$ cat config.mk
export PLATFORM = sky130hd
export DESIGN_NAME = http_request_bounds_parser_top
export DESIGN_NICKNAME = d
export VERILOG_FILES = /design/src/hw/rtl/hrbp_pkg.sv /design/src/hw/rtl/http_request_bounds_parser_top.sv /design/src/hw/rtl/hrbp_in_reg.sv /design/src/hw/rtl/hrbp_scan.sv /design/src/hw/rtl/hrbp_out_reg.sv
export VERILOG_INCLUDE_DIRS = /design/src /design/src/hw/rtl
export SDC_FILE = /design/constraint.sdc
export NUM_CORES = 1
export LEC_CHECK = 0
export BUFFER_PORTS_ARGS = -buffer_cell sky130_fd_sc_hd__buf_2
export CELL_PAD_IN_SITES_DETAIL_PLACEMENT = 0
export CELL_PAD_IN_SITES_GLOBAL_PLACEMENT = 1
export CORE_UTILIZATION = 40
export CTS_CLUSTER_SIZE = 8
export DETAILED_ROUTE_END_ITERATION = 8
export HOLD_SLACK_MARGIN = 0.08
export PLACE_DENSITY_LB_ADDON = 0.12
export SLEW_MARGIN = 25
export SYNTH_ARGS = -nofsm -noshare
export SYNTH_HDL_FRONTEND = slang
export SYNTH_SLANG_ARGS = --single-unit
export TNS_END_PERCENT = 1
$ cat constraint.sdc
create_clock -name clk -period 6.3 [get_ports clk]
set_input_delay 0.315 -clock clk [delete_from_list [all_inputs] [get_ports clk]]
set_output_delay 0.315 -clock clk [all_outputs]
set_load 0.1 [all_outputs]
$ cat src/hw/rtl/http_request_bounds_parser_top_defines.svh
// assertion macros shared by the request bounds parser rtl
// no dependencies; clock clk and reset rst_n are taken from the using module
`ifndef HTTP_REQUEST_BOUNDS_PARSER_TOP_DEFINES_SVH
`define HTTP_REQUEST_BOUNDS_PARSER_TOP_DEFINES_SVH

`ifndef SYNTHESIS
// property checked at every rising clock edge outside of reset
`define HRBP_ASSERT(label, prop, msg) \
  label: assert property (@(posedge clk) disable iff (!rst_n) prop) else $error(msg);
// property checked at every rising clock edge, reset included
`define HRBP_ASSERT_ALWAYS(label, prop, msg) \
  label: assert property (@(posedge clk) prop) else $error(msg);
`else
`define HRBP_ASSERT(label, prop, msg)
`define HRBP_ASSERT_ALWAYS(label, prop, msg)
`endif

`endif

$ cat src/hw/rtl/hrbp_pkg.sv
// shared types and constants for the request bounds parser
// no dependencies
`default_nettype none

package hrbp_pkg;

  // width of every reported offset and length
  localparam int OUT_W = 12;

  // default for the largest counted request size
  localparam int MAX_REQ_DEF = 2048;

  // delimiter bytes
  localparam logic [7:0] CH_SPACE = 8'h20;
  localparam logic [7:0] CH_QMARK = 8'h3F;
  localparam logic [7:0] CH_CR    = 8'h0D;
  localparam logic [7:0] CH_LF    = 8'h0A;

  typedef logic [OUT_W-1:0] out_val_t;

  // one input word
  typedef struct packed {
    logic [7:0] req_byte;
    logic       last_byte;
  } hrbp_item_t;

  // one result word
  typedef struct packed {
    out_val_t method_len;
    out_val_t path_start;
    out_val_t path_len;
    out_val_t query_start;
    out_val_t query_len;
    out_val_t body_start;
    out_val_t body_len;
  } hrbp_res_t;

endpackage

`default_nettype wire

$ cat src/hw/rtl/http_request_bounds_parser_top.sv
// HTTP request bounds parser: one request byte per word in, one bounds word per request out.
// Takes each byte on a valid/stall channel and reports method, path, query and body
// placement when the byte marked last arrives. Only the first MAX_REQ bytes are counted.
// Timing: one byte is accepted every cycle while the input does not stall. A byte goes into
// an input register and is scanned from there; on the last byte the result is written to the
// output register at the end of that scan cycle, and out_valid is driven from that register.
// The input stalls only when a last byte waits in the input register while the output
// register still holds an untaken, stalled result. Depends on hrbp_pkg, the defines header
// and the submodules.
`default_nettype none

`include "http_request_bounds_parser_top_defines.svh"

module http_request_bounds_parser_top #(
  parameter int MAX_REQ = hrbp_pkg::MAX_REQ_DEF
) (
  input  wire logic        clk,
  input  wire logic        rst_n,
  input  wire logic        in_valid,
  output logic             in_stall,
  input  wire logic [7:0]  in_req_byte,
  input  wire logic        in_last_byte,
  output logic             out_valid,
  input  wire logic        out_stall,
  output logic [11:0]      out_method_len,
  output logic [11:0]      out_path_start,
  output logic [11:0]      out_path_len,
  output logic [11:0]      out_query_start,
  output logic [11:0]      out_query_len,
  output logic [11:0]      out_body_start,
  output logic [11:0]      out_body_len
);

  hrbp_pkg::hrbp_item_t in_item;
  hrbp_pkg::hrbp_item_t a_item;
  hrbp_pkg::hrbp_res_t  res;
  hrbp_pkg::hrbp_res_t  out_res;
  logic                 a_valid;
  logic                 a_take;
  logic                 step;
  logic                 res_valid;
  logic                 can_load;

  assign in_item.req_byte  = in_req_byte;
  assign in_item.last_byte = in_last_byte;

  // a plain byte always moves on; a last byte needs room for its result
  assign a_take = !a_item.last_byte || can_load;
  assign step   = a_valid && a_take;

  hrbp_in_reg u_in_reg (
    .clk      (clk),
    .rst_n    (rst_n),
    .in_valid (in_valid),
    .in_stall (in_stall),
    .in_item  (in_item),
    .dn_take  (a_take),
    .a_valid  (a_valid),
    .a_item   (a_item)
  );

  hrbp_scan #(
    .MAX_REQ (MAX_REQ)
  ) u_scan (
    .clk       (clk),
    .rst_n     (rst_n),
    .step      (step),
    .item      (a_item),
    .res_valid (res_valid),
    .res       (res)
  );

  hrbp_out_reg u_out_reg (
    .clk       (clk),
    .rst_n     (rst_n),
    .load      (res_valid),
    .res       (res),
    .can_load  (can_load),
    .out_valid (out_valid),
    .out_stall (out_stall),
    .out_res   (out_res)
  );

  // result fields to ports
  assign out_method_len  = out_res.method_len;
  assign out_path_start  = out_res.path_start;
  assign out_path_len    = out_res.path_len;
  assign out_query_start = out_res.query_start;
  assign out_query_len   = out_res.query_len;
  assign out_body_start  = out_res.body_start;
  assign out_body_len    = out_res.body_len;

  // checks
  `HRBP_ASSERT(a_last_waits, (a_valid && a_item.last_byte && !step) |-> in_stall, "input overrun")
  `HRBP_ASSERT(a_plain_flows, (a_valid && !a_item.last_byte) |-> !in_stall, "plain byte held")

endmodule

`default_nettype wire

$ cat src/hw/rtl/hrbp_in_reg.sv
// input register stage of the request bounds parser
// depends on hrbp_pkg
`default_nettype none

module hrbp_in_reg (
  input  wire logic               clk,
  input  wire logic               rst_n,
  input  wire logic               in_valid,
  output logic                    in_stall,
  input  wire hrbp_pkg::hrbp_item_t in_item,
  input  wire logic               dn_take,
  output logic                    a_valid,
  output hrbp_pkg::hrbp_item_t    a_item
);

  logic                 a_valid_r;
  logic                 a_valid_nxt;
  hrbp_pkg::hrbp_item_t a_item_r;
  logic                 load;

  // hold only while a word sits here that the scanner cannot take
  assign in_stall = a_valid_r && !dn_take;
  assign load     = in_valid && !in_stall;

  always_comb begin
    a_valid_nxt = a_valid_r;
    if (load) begin
      a_valid_nxt = 1'b1;
    end else if (dn_take) begin
      a_valid_nxt = 1'b0;
    end
  end

  always_ff @(posedge clk) begin
    if (!rst_n) begin
      a_valid_r <= 1'b0;
    end else begin
      a_valid_r <= a_valid_nxt;
    end
  end

  // payload register
  always_ff @(posedge clk) begin
    if (load) begin
      a_item_r <= in_item;
    end
  end

  assign a_valid = a_valid_r;
  assign a_item  = a_item_r;

endmodule

`default_nettype wire

$ cat src/hw/rtl/hrbp_scan.sv
// byte scanner: tracks token boundaries and builds the result on the last byte
// depends on hrbp_pkg and http_request_bounds_parser_top_defines.svh
`default_nettype none

`include "http_request_bounds_parser_top_defines.svh"

module hrbp_scan #(
  parameter int MAX_REQ = hrbp_pkg::MAX_REQ_DEF
) (
  input  wire logic                 clk,
  input  wire logic                 rst_n,
  input  wire logic                 step,
  input  wire hrbp_pkg::hrbp_item_t item,
  output logic                      res_valid,
  output hrbp_pkg::hrbp_res_t       res
);

  localparam int POS_W = $clog2(MAX_REQ + 1);
  typedef logic [POS_W-1:0] pos_t;

  typedef enum logic [1:0] {
    PH_METHOD,
    PH_PATH,
    PH_QUERY,
    PH_DONE
  } phase_t;

  pos_t        pos_r,         pos_nxt;
  phase_t      phase_r,       phase_nxt;
  pos_t        method_end_r,  method_end_nxt;
  pos_t        path_begin_r,  path_begin_nxt;
  pos_t        path_end_r,    path_end_nxt;
  pos_t        query_begin_r, query_begin_nxt;
  pos_t        query_end_r,   query_end_nxt;
  logic        body_found_r,  body_found_nxt;
  pos_t        body_begin_r,  body_begin_nxt;
  logic [23:0] recent_r,      recent_nxt;

  logic [7:0] c;
  logic       counted;
  pos_t       n, mlen, ps, pe, qs, qe, bs, bl, plen, qlen;

  assign c       = item.req_byte;
  assign counted = pos_r < pos_t'(MAX_REQ);

  // state update for one byte; bytes past the size limit change nothing
  always_comb begin
    pos_nxt         = pos_r;
    phase_nxt       = phase_r;
    method_end_nxt  = method_end_r;
    path_begin_nxt  = path_begin_r;
    path_end_nxt    = path_end_r;
    query_begin_nxt = query_begin_r;
    query_end_nxt   = query_end_r;
    body_found_nxt  = body_found_r;
    body_begin_nxt  = body_begin_r;
    recent_nxt      = recent_r;
    if (counted) begin
      case (phase_r)
        PH_METHOD: begin
          if (c == hrbp_pkg::CH_SPACE) begin
            method_end_nxt = pos_r;
            path_begin_nxt = pos_t'(pos_r + 1'b1);
            phase_nxt      = PH_PATH;
          end
        end
        PH_PATH: begin
          if (c == hrbp_pkg::CH_SPACE) begin
            path_end_nxt    = pos_r;
            query_begin_nxt = pos_r;
            query_end_nxt   = pos_r;
            phase_nxt       = PH_DONE;
          end else if (c == hrbp_pkg::CH_QMARK) begin
            path_end_nxt    = pos_r;
            query_begin_nxt = pos_t'(pos_r + 1'b1);
            phase_nxt       = PH_QUERY;
          end
        end
        PH_QUERY: begin
          if (c == hrbp_pkg::CH_SPACE) begin
            query_end_nxt = pos_r;
            phase_nxt     = PH_DONE;
          end
        end
        default: begin
        end
      endcase
      // header terminator: cr lf cr lf
      if (!body_found_r && recent_r == {hrbp_pkg::CH_CR, hrbp_pkg::CH_LF, hrbp_pkg::CH_CR}
          && c == hrbp_pkg::CH_LF) begin
        body_found_nxt = 1'b1;
        body_begin_nxt = pos_t'(pos_r + 1'b1);
      end
      recent_nxt = {recent_r[15:0], c};
      pos_nxt    = pos_t'(pos_r + 1'b1);
    end
  end

  // token bounds from the updated state
  always_comb begin
    n = pos_nxt;
    case (phase_nxt)
      PH_METHOD: begin
        mlen = n; ps = n; pe = n; qs = n; qe = n;
      end
      PH_PATH: begin
        mlen = method_end_nxt; ps = path_begin_nxt; pe = n; qs = n; qe = n;
      end
      PH_QUERY: begin
        mlen = method_end_nxt; ps = path_begin_nxt; pe = path_end_nxt;
        qs = query_begin_nxt; qe = n;
      end
      default: begin
        mlen = method_end_nxt; ps = path_begin_nxt; pe = path_end_nxt;
        qs = query_begin_nxt; qe = query_end_nxt;
      end
    endcase
    if (body_found_nxt) begin
      bs = body_begin_nxt;
      bl = pos_t'(n - body_begin_nxt);
    end else begin
      bs = n;
      bl = '0;
    end
    plen = (pe >= ps) ? pos_t'(pe - ps) : '0;
    qlen = (qe >= qs) ? pos_t'(qe - qs) : '0;
  end

  // result word, low bits of each value
  assign res_valid       = step && item.last_byte;
  assign res.method_len  = hrbp_pkg::out_val_t'(mlen);
  assign res.path_start  = hrbp_pkg::out_val_t'(ps);
  assign res.path_len    = hrbp_pkg::out_val_t'(plen);
  assign res.query_start = hrbp_pkg::out_val_t'(qs);
  assign res.query_len   = hrbp_pkg::out_val_t'(qlen);
  assign res.body_start  = hrbp_pkg::out_val_t'(bs);
  assign res.body_len    = hrbp_pkg::out_val_t'(bl);

  // scan state; the last byte returns position, phase, body flag and recent bytes to the start of a request
  always_ff @(posedge clk) begin
    if (!rst_n) begin
      pos_r        <= '0;
      phase_r      <= PH_METHOD;
      body_found_r <= 1'b0;
      recent_r     <= '0;
    end else if (step) begin
      method_end_r  <= method_end_nxt;
      path_begin_r  <= path_begin_nxt;
      path_end_r    <= path_end_nxt;
      query_begin_r <= query_begin_nxt;
      query_end_r   <= query_end_nxt;
      body_begin_r  <= body_begin_nxt;
      if (item.last_byte) begin
        pos_r        <= '0;
        phase_r      <= PH_METHOD;
        body_found_r <= 1'b0;
        recent_r     <= '0;
      end else begin
        pos_r        <= pos_nxt;
        phase_r      <= phase_nxt;
        body_found_r <= body_found_nxt;
        recent_r     <= recent_nxt;
      end
    end
  end

  // checks
  `HRBP_ASSERT(a_last_restarts, (step && item.last_byte) |=> (pos_r == '0 && phase_r == PH_METHOD), "scan state not cleared after last byte")
  `HRBP_ASSERT(a_phase_no_back, (step && !item.last_byte && phase_r != PH_METHOD) |=> (phase_r != PH_METHOD), "phase went back to method inside a request")
  `HRBP_ASSERT(a_body_in_range, body_found_r |-> (pos_r >= body_begin_r), "body start beyond byte count")
  `HRBP_ASSERT(a_pos_limit, (pos_r == pos_t'(MAX_REQ) && step && !item.last_byte) |=> (pos_r == pos_t'(MAX_REQ)), "byte count moved past size limit")

endmodule

`default_nettype wire

$ cat src/hw/rtl/hrbp_out_reg.sv
// result register stage of the request bounds parser
// depends on hrbp_pkg and http_request_bounds_parser_top_defines.svh
`default_nettype none

`include "http_request_bounds_parser_top_defines.svh"

module hrbp_out_reg (
  input  wire logic                clk,
  input  wire logic                rst_n,
  input  wire logic                load,
  input  wire hrbp_pkg::hrbp_res_t res,
  output logic                     can_load,
  output logic                     out_valid,
  input  wire logic                out_stall,
  output hrbp_pkg::hrbp_res_t      out_res
);

  logic                out_valid_r;
  logic                out_valid_nxt;
  hrbp_pkg::hrbp_res_t out_res_r;

  // free when empty or when the held word leaves this cycle
  assign can_load = !out_valid_r || !out_stall;

  always_comb begin
    out_valid_nxt = out_valid_r;
    if (load) begin
      out_valid_nxt = 1'b1;
    end else if (!out_stall) begin
      out_valid_nxt = 1'b0;
    end
  end

  always_ff @(posedge clk) begin
    if (!rst_n) begin
      out_valid_r <= 1'b0;
    end else begin
      out_valid_r <= out_valid_nxt;
    end
  end

  // payload register
  always_ff @(posedge clk) begin
    if (load) begin
      out_res_r <= res;
    end
  end

  assign out_valid = out_valid_r;
  assign out_res   = out_res_r;

  // checks
  `HRBP_ASSERT(a_no_overwrite, load |-> can_load, "result loaded over a stalled word")
  `HRBP_ASSERT(a_load_shows, load |=> out_valid_r, "loaded result not presented")
  `HRBP_ASSERT_ALWAYS(a_reset_empty, !rst_n |=> !out_valid_r, "result valid right after reset")

endmodule

`default_nettype wire
### After elaboration in Yosys (flattened, before gate mapping)

Index checks and enable logic that the tools add are counted.

| word-level totals | value |
|---|---|
| output and inout bits | 86 |
| flip-flop bits (word level) | 206 |
| input port bits | 13 |
| logic and storage cells | 103 |

| cells by class | value |
|---|---|
| equal/unequal tests | 9 |
| muxes and demuxes | 43 |
| magnitude comparators | 3 |
| reductions and logical operators | 23 |
| $add $sub $neg | 4 |

Operators with widths:

| kind | count |
|---|---|
| 12-bit two-way mux | 27 |
| 24-bit two-way mux | 2 |
| 12-bit subtractor | 3 |
| 24-bit by 20-bit == test with 1-bit output, second input constant | 1 |
| 12-bit greater-or-equal comparator | 2 |
| 8-bit by 6-bit == test with 1-bit output, second input constant | 2 |
| 12-bit by 1-bit adder with 12-bit output, second input constant | 1 |
| 12-bit < comparator, second input constant | 1 |
| 2-bit two-way mux | 6 |
| 8-bit by 4-bit == test with 1-bit output, second input constant | 1 |
| 1-bit two-way mux | 7 |
| 1-bit logical AND | 6 |
| 1-bit logical NOT | 6 |
| 2-bit case mux with 3 select lines | 1 |
| 2-bit by 1-bit == test with 1-bit output, second input constant | 2 |
| 2-bit == test, second input constant | 2 |
| 2-bit logical NOT | 2 |
| 2-bit AND reduction | 2 |
| 2-bit nonzero test | 2 |
| 2-bit OR reduction | 2 |
| 3-bit OR reduction | 1 |
| 1-bit logical OR | 2 |
| 2-bit by 1-bit != test with 1-bit output, second input constant | 1 |

### Depth between registers and ports, before layout

Gate-level depths: netlist of run 1.

| logic depth | value |
|---|---|
| depth after elaboration | 9 |
| depth in mapped cells | 21 |
| gate-level depth less buffers | 18 |

### Cells and area by module

From an unflattened synthesis of run 1, not the netlist that was laid out.

| unflattened totals | value |
|---|---|
| cells, all modules | 1082 |
| area, all modules | 11115.7 µm² |

By module, submodules not included:

| module | cells an instance | sequential area each (µm²) | times used | area each (µm²) |
|---|---|---|---|---|
| hrbp_scan | 979 | 2942.8 | 1 | 8217.9 |
| hrbp_out_reg | 88 | 2542.4 | 1 | 2557.5 |
| hrbp_in_reg | 13 | 290.3 | 1 | 317.8 |
| http_request_bounds_parser_top | 2 | 0.0 | 1 | 22.5 |

### Least setup slack after synthesis of run 1

OpenSTA, ideal clock, no wires.

| timing | value |
|---|---|
| path kind | register -> register |
| start point | register u_out_reg.out_valid_r, in the netlist u_out_reg.out_valid |
| end point | register u_scan.body_begin_r[0], enable pin |
| required time | 5.797 ns |
| clock period less this slack | 4.757 ns |
| arrival | 4.255 ns |
| buffers on the path | 1 |
| library setup time | 0.503 ns |
| stages on the path, launching flop included | 5 |
| setup slack | 1.543 ns |
| path through | dfxtp_1 -> nand3_1 -> nand2_1 -> clkbuf_1 -> nor2_1 |

| between the ends | value |
|---|---|
| cells in the longest elaborated chain, start to end | 5 |

RTL lines:

| element | line | text |
|---|---|---|
| start, declared | hrbp_out_reg.sv:18 | `logic out_valid_r;` |
| start signal, assigned | hrbp_out_reg.sv:38 | `out_valid_r <= out_valid_nxt;` |
| 1-bit logical NOT | hrbp_out_reg.sv:23 | `assign can_load = !out_valid_r \|\| !out_stall;` |
| 1-bit logical OR | hrbp_out_reg.sv:23 |  |
| 1-bit logical OR | http_request_bounds_parser_top.sv:48 | `assign a_take = !a_item.last_byte \|\| can_load;` |
| 1-bit logical AND | http_request_bounds_parser_top.sv:49 | `assign step = a_valid && a_take;` |
| 2-bit AND reduction (no line) | - |  |
| end signal, assigned | hrbp_scan.sv:152 | `body_begin_r <= body_begin_nxt;` |
| end, declared | hrbp_scan.sv:36 | `pos_t body_begin_r, body_begin_nxt;` |

Every way passes these cells.
A chain may end at the register's enable or synchronous reset.

### Worst setup path in the final report of run 1

| timing | value |
|---|---|
| start point | register u_scan.pos_r[11] |
| end point | register u_out_reg.out_res_r, in the netlist u_out_reg.out_res[58], data pin |

| between the ends | value |
|---|---|
| cells in the longest elaborated chain, start to end | 6 |
| elaborated cells between the ends (all ways) | 18 |
| those cells by class | 2 x add/sub; 2 x order compare; 1 x eq/ne; 11 x mux; 2 x reduce/logical |

RTL lines:

| element | line | text |
|---|---|---|
| start, declared | hrbp_scan.sv:28 | `pos_t pos_r, pos_nxt;` |
| start signal, assigned | hrbp_scan.sv:159 | `pos_r <= pos_nxt;` |
| 12-bit < comparator, or another cell as far along | hrbp_scan.sv:44 | `assign counted = pos_r < pos_t'(MAX_REQ);` |
| 2-bit two-way mux, or another cell as far along | hrbp_scan.sv:58 | `if (counted) begin` |
| 2-bit by 1-bit == test with 1-bit output, or another cell as far along | hrbp_scan.sv:102 | `case (phase_nxt)` |
| 2-bit OR reduction (no line) or 12-bit two-way mux (tied branches) | - |  |
| 12-bit two-way mux | hrbp_scan.sv:102 |  |
| 12-bit subtractor or 12-bit greater-or-equal comparator (tied branches) | hrbp_scan.sv:125 | `plen = (pe >= ps) ? pos_t'(pe - ps) : '0;` |
| end signal, assigned | hrbp_out_reg.sv:45 | `out_res_r <= res;` |
| end, declared | hrbp_out_reg.sv:20 | `hrbp_pkg::hrbp_res_t out_res_r;` |

Several ways; a longest one is shown, not always the timed one.

==> results of run 1 <==
area by class of cell:
| cell class | count | area (sq um) | area share |
|---|---|---|---|
| timing repair buffer | 133 | 783 | 0.0615 |
| sequential | 206 | 5780 | 0.453 |
| tap | 341 | 427 | 0.0335 |
| clock buffer | 41 | 771 | 0.0605 |
| inverter | 50 | 189 | 0.0148 |
| multi-input combinational | 694 | 4800 | 0.376 |
path summary, 6_finish.rpt:
check,from,to,slack [ns]
setup reg to reg,u_scan.pos_r[11]$_SDFFE_PN0P_,u_out_reg.out_res[58]$_SDFFCE_PN0P_,1.16
hold reg to reg,u_out_reg.out_valid$_SDFFE_PN0P_,u_out_reg.out_valid$_SDFFE_PN0P_,0.47
setup / recovery,u_scan.pos_r[11]$_SDFFE_PN0P_,u_out_reg.out_res[58]$_SDFFCE_PN0P_,1.16
hold / removal,u_out_reg.out_valid$_SDFFE_PN0P_,u_out_reg.out_valid$_SDFFE_PN0P_,0.47
cells by family (layout without fill, tap and decap cells):
logic type      count (synthesis)  after routing  synth area share
mux                            82             82            0.0850
buf+inv                       100            224            0.0366
compound gates                203            203             0.126
flops                         206            206             0.528
xor+xnor                       45             45            0.0360
fa+ha+maj                      45             45            0.0535
simple gates                  319            319             0.135
worst max-delay path, stage by stage (launching register included):
cell	delay, ns
dfxtp_1	0.93
nand2b_1	0.36
nor2_1	0.07
o211a_1	0.27
or4_1	0.73
nor2_2	0.26
o21ai_0	0.16
o21a_1	0.18
ha_1	0.35
nor2b_1	0.16
o21ai_0	0.23
a21oi_1	0.13
nor4_1	0.43
o2111ai_1	0.17
nand2_1	0.34
nor3_1	0.12
flip-flops by register name, summed over array words and instances, names as in the netlist, 9 cells and up:
| name | flops |
|---|---|
| u_scan.path_end_r | 12 |
| u_scan.method_end_r | 12 |
| u_out_reg.out_res | 84 |
| u_scan.recent_r | 24 |
| u_scan.path_begin_r | 12 |
| u_scan.pos_r | 12 |
| u_in_reg.a_item | 9 |
| u_scan.query_begin_r | 12 |
| u_scan.body_begin_r | 12 |
| u_scan.query_end_r | 12 |
cells in the final DEF (no fill, tap or decap), types with 12 or more instances in the layout:
| cell type | synthesis | routed |
|---|---|---|
| dfxtp_1 | 41 | 41 |
| buf_2 | 7 | 98 |
| nor3_1 | 20 | 18 |
| edfxtp_1 | 165 | 165 |
| mux2_2 | 60 | 60 |
| a22oi_1 | 35 | 35 |
| mux2i_1 | 14 | 14 |
| buf_4 | 2 | 23 |
| o21ai_0 | 41 | 41 |
| ha_1 | 42 | 42 |
| nor2b_1 | 12 | 12 |
| o21a_1 | 12 | 12 |
| a21oi_1 | 42 | 41 |
| dlygate4sd3_1 | 0 | 12 |
| inv_1 | 49 | 48 |
| clkbuf_1 | 38 | 12 |
| xnor2_1 | 25 | 25 |
| xor2_1 | 20 | 20 |
| nand2_1 | 88 | 88 |
| nor2_1 | 133 | 132 |
| clkbuf_16 | 0 | 29 |
power by group:
| group | total [mW] | internal (mW) | switching (mW) |
|---|---|---|---|
| clock | 1.37 | 0.826 | 0.547 |
| combinational | 0.273 | 0.0697 | 0.203 |
| sequential | 1.52 | 1.50 | 0.0136 |
metrics by stage:
step | cell area, sq um | setup WS [ns] | util | instances
2_1_floorplan | 10900 | 1.54 | - | 1000
3_3_place_gp | 11900 | 1.27 | 0.441 | 1412
3_5_place_dp | 11900 | 1.18 | 0.441 | 1412
4_1_cts | 12700 | 1.17 | 0.474 | 1465
5_1_grt | 12700 | 0.711 | 0.474 | 1465
6_report | 12700 | 1.16 | 0.474 | 1465
per-layer routing:
layer	vias to the layer above	wire length [um]
li1	3866	-
met1	3856	14200
met2	194	13500
met3	46	1210
met4	0	684
met5	-	0
==> results_dict.tcl, run 1 <==
set metrics [dict create \
    skew_ns 0.0209 \
    area_growth_pct 16.4 \
    worst_pin_slew_ns 0.990 \
    relSlewSlack 0.338 \
    syn_area_sq_mm 0.0109 \
    drt_wl_total_um 29600 \
    ys_seq_elements 206 \
    yosys-top-cells-area "edfxtp_1, dfxtp_1, mux2_2" \
    fp.dieW_um 167 \
    cts_tree "done" \
    worst_hold_slack_ns 0.470 \
    busiest_layer "met2" \
    track_usage 0.216 \
    irDropWorstVdd_uv 176 \
    num_rows 60 \
    dr.pass1.iters 7 \
    seq_area_frac_synth 0.528 \
    syn_inst 1000 \
    avgRoutedWirePerCell_um 20.2 \
    leakagePower_nw 5.11 \
    worstRegToRegCells 15 \
    synth_edf_count 165 \
    cts-resized-gates 0 \
    yosysTopAreaCellShare 0.453 \
    die_h_um 167 \
    die_area_sq_mm 0.0280 \
    hold_class "register to register" \
    tns_ns 0 \
    yosys.area.top_type "edfxtp_1" \
    post-synth-top-count-cell "edfxtp_1" \
    portBuffers 98 \
    status "complete, but fails checks" \
    insertedDiodeCount 0 \
    grt_util_met3 0.0251 \
    power_density_mw_per_mm2 248 \
    vias_per_cell 5.43 \
    finalPower_mw 3.16 \
    gp_congestion 0.851 \
    synth_warnings 0 \
    initialDrtViolationCount 545 \
    ys_top_cells_by_count "edfxtp_1, nor2_1, nand2_1, mux2_2, inv_1" \
    detail-route-antenna-nets 0 \
    drive_gt1_frac 0.211 \
    design.portCount 99 \
    fillCellCount 2589 \
    syn-num-nets 1058 \
    finalSetupViolations 0 \
    grt_pass1_vias 7950 \
    clk_pin_slew_ns 0.06 \
    via_count 7962 \
    start_kind "register" \
    min_period_ns 5.14 \
    cts_hold_buf 12 \
    drv_slew 0 \
    hold_viol_final 0 \
    async_flop_share 0 \
    crit_type "register to register" \
    post_cts.repair.setup_buffers 0 \
    grt_overflow 0 \
    grt_pass1_wl_um 46700 \
    start_util 0.407 \
    cts-root-buf "clkbuf_16" \
    htreeDepth 1 \
    finalCritPeriodShare 0.816 \
    synth_cell_types 76 \
    drv_cap 0 \
    clock_sinks 206 \
    postSynthAreaPerCell_sq_um 10.9 \
    clockBufferDepth 3 \
    fmax_mhz 194 \
    synth_top_flop_cell "edfxtp_1" \
    hold_depth 2 \
    worstPathArrival_ns 5.42 \
    met2_usage 0.349 \
    hpwl_um 20900 \
    violations "DRC" \
    end_kind "register" \
    drc_errors 1 \
    core_area_sq_mm 0.0269 \
    met1_usage 0.303 \
    final_nets 1172 \
    worst-path-max-fanout 21 \
    cts-buffers-inserted 29 \
    rsz0062_at_grt "no" \
    antenna_found_initial 0 \
    clk_latency_ns 0.54 \
    cp.required_ns 6.58 \
    grt_max_degree 52 \
]
Power figures use the tool's default switching activity.
==> inputs of run 2 (changes only) <==
--- a/config.mk
+++ b/config.mk
@@ -6,6 +6,7 @@
 export SDC_FILE = /design/constraint.sdc
 export NUM_CORES = 1
 export LEC_CHECK = 0
+export ABC_AREA = 1
 export BUFFER_PORTS_ARGS = -buffer_cell sky130_fd_sc_hd__buf_2
 export CELL_PAD_IN_SITES_DETAIL_PLACEMENT = 0
 export CELL_PAD_IN_SITES_GLOBAL_PLACEMENT = 1
==> constraint.sdc (replaced) <==
create_clock -name clk -period 4.9 [get_ports clk]
set_input_delay 0.245 -clock clk [delete_from_list [all_inputs] [get_ports clk]]
set_output_delay 0.245 -clock clk [all_outputs]
set_load 0.1 [all_outputs]
==> run 2 against run 1 <==
The flow now finishes without violations. Synthesized cell count grew 30%. Sequential power is 28% higher. Global-route usage is 0.27 points higher. Area after synthesis rose by 3.0%. Total power grew 28%. Sequential share of layout area fell by 1.1 points. Flip-flop and latch count stayed put. Cell count grew 23%. Critical endpoint is now u_out_reg.out_res[35]$_SDFFCE_PN0P_.
==> results_dict.tcl, run 2 <==
set metrics [dict create \
    status "complete, no violations" \
    clockBufferDepth 3 \
    finalSetupViolations 0 \
    cell_internal_pwr_mw 3.07 \
    design.portCount 99 \
    antenna_found_initial 0 \
    core_area_sq_mm 0.0278 \
    dr.pass1.iters 6 \
    crit_type "register to register" \
    irDropWorstVdd_uv 212 \
    clock_sinks 206 \
    power_density_mw_per_mm2 311 \
    start_kind "register" \
    synth_cell_types 50 \
    synth_top_flop_cell "edfxtp_1" \
    finalCritPeriodShare 0.837 \
    hold_class "primary input to register" \
    power.share.combinational 0.082 \
    worst_pin_slew_ns 1.03 \
    multiInputGateArea_sq_mm 0.00458 \
    final_common_cell "nand2_1" \
    die_h_um 170 \
    drt_wl_total_um 31100 \
    vias_per_cell 4.94 \
    drv_cap 0 \
    grt_overflow 0 \
    track_usage 0.219 \
    leakagePower_nw 5.52 \
    fp.dieW_um 170 \
    syn-num-nets 1359 \
    ys_seq_elements 206 \
    cts-root-buf "clkbuf_16" \
    portBuffers 98 \
    post_cts.repair.setup_buffers 0 \
    fmax_mhz 244 \
    async_flop_share 0 \
    path_cells "nor2_1, nand2_1, inv_2, nand2_4, inv_2, nand3_2, nand2_1, o21ai_0, o21ai_1, ha_1, inv_1, fa_1, inv_1, nor2_1, nor2_1, inv_1, nand3_1, nand4_1, nor2_2, inv_1, nand2_1, nor2_1" \
    min_period_ns 4.10 \
    gp_congestion 0.924 \
    drv_slew 0 \
    syn_inst 1301 \
    register_area_sq_mm 0.00578 \
    relSlewSlack 0.312 \
    place_inst 1753 \
    grt_max_degree 51 \
    p_seq_frac 0.480 \
    num_rows 61 \
    worst-path-max-fanout 23 \
    yosys-top-cells-area "edfxtp_1, nand2_1, dfxtp_1" \
    syn_area_sq_mm 0.0113 \
    cts_tree "done" \
    drc_errors 0 \
    insertedDiodeCount 0 \
    yosys.area.top_type "edfxtp_1" \
    final_nets 1475 \
    avgRoutedWirePerCell_um 17.2 \
    cp.required_ns 5.18 \
    tns_ns 0 \
    via_count 8930 \
    postSynthAreaPerCell_sq_um 8.67 \
    post-synth-top-count-cell "nand2_1" \
    worstPathArrival_ns 4.38 \
    largest_reg_flops 84 \
    grt_pass1_wl_um 48200 \
    detail-route-antenna-nets 0 \
    crit_slowest_cell "edfxtp_1" \
    ys_top_cells_by_count "nand2_1, edfxtp_1, inv_1, a21oi_1, nor2_1" \
    clk_latency_ns 0.53 \
    initialDrtViolationCount 798 \
    fillCellCount 2843 \
    clk_pin_slew_ns 0.05 \
    p_sw_uw 987 \
    start_util 0.406 \
    layoutNonFillerInstCount 1806 \
    layout_common_cells "nand2_1, edfxtp_1, inv_1" \
    htreeDepth 1 \
    seq_area_frac_synth 0.512 \
    end_kind "register" \
    yosysTopAreaCellShare 0.439 \
    cts-buffers-inserted 29 \
    synth_warnings 0 \
    finalPower_mw 4.06 \
    max_stage_delay_ns 0.40 \
    skew_ns 0.0104 \
    hpwl_um 22600 \
    swShare 0.243 \
    die_area_sq_mm 0.0289 \
    hold_viol_final 0 \
    drive_gt1_frac 0.173 \
    grt_pass1_vias 8648 \
    clkPwrFrac 0.438 \
    rsz0062_at_grt "no" \
    synth_edf_count 165 \
    area_growth_pct 15.7 \
]
-- run 2: metrics by stage --
step                area (sq um)  hold slack [ns]  utilization  worst slack, ns
finish                     13000            0.114        0.470            0.797
global route               13000            0.148        0.470            0.365
floorplan                  11300            0.344            -            0.178
detailed placement         12200            0.423        0.438            0.759
global placement           12200            0.422        0.437            0.826
CTS                        13000           0.0869        0.469            0.748
-- run 2: area by class of cell --
class,count,area share
sequential,206,0.443
tap,378,0.0362
timing repair buffer,125,0.0562
multi-input combinational,869,0.351
inverter,186,0.0543
clock buffer,42,0.0594
-- run 2: final timing paths --
check	cells after the start	startpoint	end	slack, ns
hold reg to reg	2	u_scan.recent_r[17]$_SDFFE_PN0P_	u_scan.recent_r[17]$_SDFFE_PN0P_	0.47
setup / recovery	22	u_in_reg.a_item[3]$_DFFE_PP_	u_out_reg.out_res[35]$_SDFFCE_PN0P_	0.80
setup reg to reg	22	u_in_reg.a_item[3]$_DFFE_PP_	u_out_reg.out_res[35]$_SDFFCE_PN0P_	0.80
hold / removal	5	out_stall	u_out_reg.out_valid$_SDFFE_PN0P_	0.11
-- run 2: layer usage --
layer,part of all wire,wire (um),global-route usage
met1,0.47,14700,0.309
met2,0.45,14100,0.353
met3,0.058,1810,0.0326
met4,0.017,517,0.0478
met5,0,0,0
-- run 2: logic make-up after synthesis --
| family | after synthesis | share of synthesized area |
|---|---|---|
| adders and majority gates | 45 | 0.0519 |
| and+or+nand+nor | 569 | 0.223 |
| AOI/OAI and AO/OA | 242 | 0.119 |
| buffers and inverters | 226 | 0.0834 |
| xor gates and xnor gates | 13 | 0.0101 |
| DFF | 206 | 0.512 |
-- run 2: critical path: cells and delay by family, from the launching register on --
| kind | cells | cell delay [ns] |
|---|---|---|
| adders and majority gates | 2 | 0.53 |
| buffers and inverters | 6 | 0.60 |
| and+or+nand+nor | 12 | 1.95 |
| AOI/OAI and AO/OA | 2 | 0.35 |
| DFF | 1 | 0.40 |
-- run 2: power by group through the flow --
stage / clock network, mW / logic (mW) / registers, mW
after floorplan: 0 / 0.128 / 2.11
after global placement: 0 / 0.326 / 1.98
after detailed placement: 0 / 0.326 / 1.98
after CTS: 1.81 / 0.334 / 1.95
after global routing: 1.89 / 0.362 / 1.95
final: 1.78 / 0.333 / 1.95
-- run 2: repair_timing --
action                    CTS  global route
hold buffers               11             0
hold endpoints to repair   11             0
gates resized for setup     0             0
==> inputs of run 3 (changes only) <==
==> constraint.sdc (replaced) <==
create_clock -name clk -period 4.2 [get_ports clk]
set_input_delay 0.21 -clock clk [delete_from_list [all_inputs] [get_ports clk]]
set_output_delay 0.21 -clock clk [all_outputs]
set_load 0.1 [all_outputs]
==> run 3 against run 2 <==
Hold slack improved by 0.0049 ns. Sequential power rose by 16%. Critical path depth fell by 3. Core utilization up 0.71 points. Clock skew shrank 0.0015 ns. Routed wire length is 1.9% lower. Cell count increased by 1.7%. Design area grew 1.5%. Register-to-register slack worse by 0.47 ns. Largest power group unchanged. Highest routed layer unchanged.
==> results_dict.tcl, run 3 (same netlist as run 2, synthesis figures left out) <==
set metrics [dict create \
    clk_latency_ns 0.53 \
    crit_type "register to register" \
    num_rows 61 \
    initialDrtViolationCount 635 \
    finalWorstSetupSlack_ns 0.326 \
    cts-buffers-inserted 29 \
    portBuffers 98 \
    met1_usage 0.304 \
    cp.required_ns 4.55 \
    worstPathArrival_ns 4.23 \
    detail-route-antenna-nets 0 \
    worst-path-max-fanout 30 \
    rsz0062_at_grt "yes" \
    min_period_ns 3.87 \
    drv_cap 0 \
    drt_wl_total_um 30600 \
    leakagePower_nw 5.61 \
    worst-path-buf-inv 5 \
    layout_common_cells "nand2_1, edfxtp_1, inv_1" \
    core_area_sq_mm 0.0278 \
    antenna_found_initial 0 \
    place_inst 1772 \
    irDropWorstVdd_uv 242 \
    finalCritPeriodShare 0.922 \
    crit_slowest_cell "edfxtp_1" \
    largest_reg_flops 84 \
    p_seq_frac 0.474 \
    design.portCount 99 \
    insertedDiodeCount 0 \
    fmax_mhz 258 \
    htreeDepth 1 \
    relSlewSlack 0.337 \
    fp.dieW_um 170 \
    place_area_sq_mm 0.0123 \
    fin_area_sq_mm 0.0132 \
    finalSetupViolations 0 \
    hold_class "primary input to register" \
    layoutNonFillerInstCount 1836 \
    start_kind "register" \
    grt_pass1_vias 8639 \
    tns_ns 0 \
    pre_cts_ws_ns 0.287 \
    drv_slew 0 \
    max_stage_delay_ns 0.41 \
    grt_pass1_wl_um 47800 \
    cts_tree "done" \
    vias_per_cell 4.90 \
    multiInputGateArea_sq_mm 0.00459 \
    cts-root-buf "clkbuf_16" \
    cell_internal_pwr_mw 3.62 \
    drive_gt1_frac 0.182 \
    grt_overflow 0 \
    worst_pin_slew_ns 0.994 \
    met2_usage 0.345 \
    busiest_layer "met2" \
    register_area_sq_mm 0.00578 \
    finalPower_mw 4.79 \
    clkPwrFrac 0.444 \
    hold_viol_final 0 \
    power.share.combinational 0.082 \
    start_util 0.406 \
    fillCellCount 2831 \
    die_area_sq_mm 0.0289 \
    gp_congestion 0.921 \
    track_usage 0.216 \
    p_sw_mw 1.17 \
    clk_pin_slew_ns 0.05 \
    path_delay_family "simple AND/OR/NAND/NOR gates" \
    drc_errors 0 \
    end_kind "register" \
    skew_ns 0.00888 \
    avgRoutedWirePerCell_um 16.6 \
    hpwl_um 22600 \
    clock_sinks 206 \
    grt_util_met3 0.0333 \
    path_cells "nor2_2, nand2_1, inv_2, nand2_4, inv_2, nand3_4, buf_4, o21ai_0, nand2_1, nand2_2, inv_2, ha_1, nand2_1, nor3_1, nand3_1, nand3_1, a21oi_1, buf_4, nor3b_1" \
    die_h_um 170 \
    swShare 0.244 \
    clockBufferDepth 3 \
    area_growth_pct 17.4 \
    power_density_mw_per_mm2 362 \
    final_common_cell "nand2_1" \
    via_count 8991 \
    dr.pass1.iters 6 \
    grt_max_degree 49 \
    status "complete, no violations" \
    post_cts.repair.setup_buffers 0 \
    final_nets 1495 \
]
[run 3: cell count changes in the layout (fill, tap and decap cells not counted), sizes merged]
cell         delta
buf            +19
clkbuf         +10
dlygate4sd3     +1
[run 3: routing by layer]
metal / routed length (um) / vias to the layer above
met3: 1990 / 51
met5: 0 / -
met4: 678 / 0
li1: - / 4557
met2: 13700 / 252
met1: 14200 / 4131
[run 3: what timing repair did]
item	CTS	global route
hold buffers	12	0
hold endpoints to repair	11	0
setup endpoints to repair	0	9
gates resized for setup	0	3
[run 3: through the flow]
step,util,hold WS (ns)
after detailed placement,0.443,0.388
after floorplan,-,0.309
after global placement,0.443,0.388
after global routing,0.477,0.144
after CTS,0.476,0.0900
final,0.477,0.118
[run 3: layout make-up]
cell class / count / area share
Inverter: 186 / 0.0537
Clock buffer: 52 / 0.0613
Tap cell: 378 / 0.0357
Sequential cell: 206 / 0.436
Multi-Input combinational cell: 869 / 0.346
Timing Repair Buffer: 145 / 0.0669
[run 3: path summary, 6_finish.rpt]
| path | startpoint | end | slack, ns | cells past startpoint |
|---|---|---|---|---|
| max reg2reg | u_in_reg.a_item[8]$_DFFE_PP_ | u_out_reg.out_res[51]$_SDFFCE_PN0P_ | 0.33 | 19 |
| min | out_stall | u_in_reg.a_valid$_SDFFE_PN0P_ | 0.12 | 5 |
| min reg2reg | u_scan.recent_r[18]$_SDFFE_PN0P_ | u_scan.recent_r[18]$_SDFFE_PN0P_ | 0.46 | 2 |
| max | u_in_reg.a_item[8]$_DFFE_PP_ | u_out_reg.out_res[51]$_SDFFCE_PN0P_ | 0.33 | 19 |
[run 3: power groups by stage]
stage	Combinational (mW)	Clock (mW)	Sequential [mW]
2_1_floorplan	0.149	0	2.46
3_3_place_gp	0.382	0	2.31
3_5_place_dp	0.383	0	2.31
4_1_cts	0.393	2.17	2.27
5_1_grt	0.427	2.25	2.27
6_report	0.391	2.13	2.27
[run 3: worst register-to-register path, delay by kind of cell, from the launching register on]
kind | cells | cell delay [ns]
flip-flops | 1 | 0.41
buffers and inverters | 5 | 0.80
adder cells (fa/ha/maj) | 1 | 0.35
AO/OA/AOI/OAI | 2 | 0.33
AND/OR/NAND/NOR | 11 | 1.83
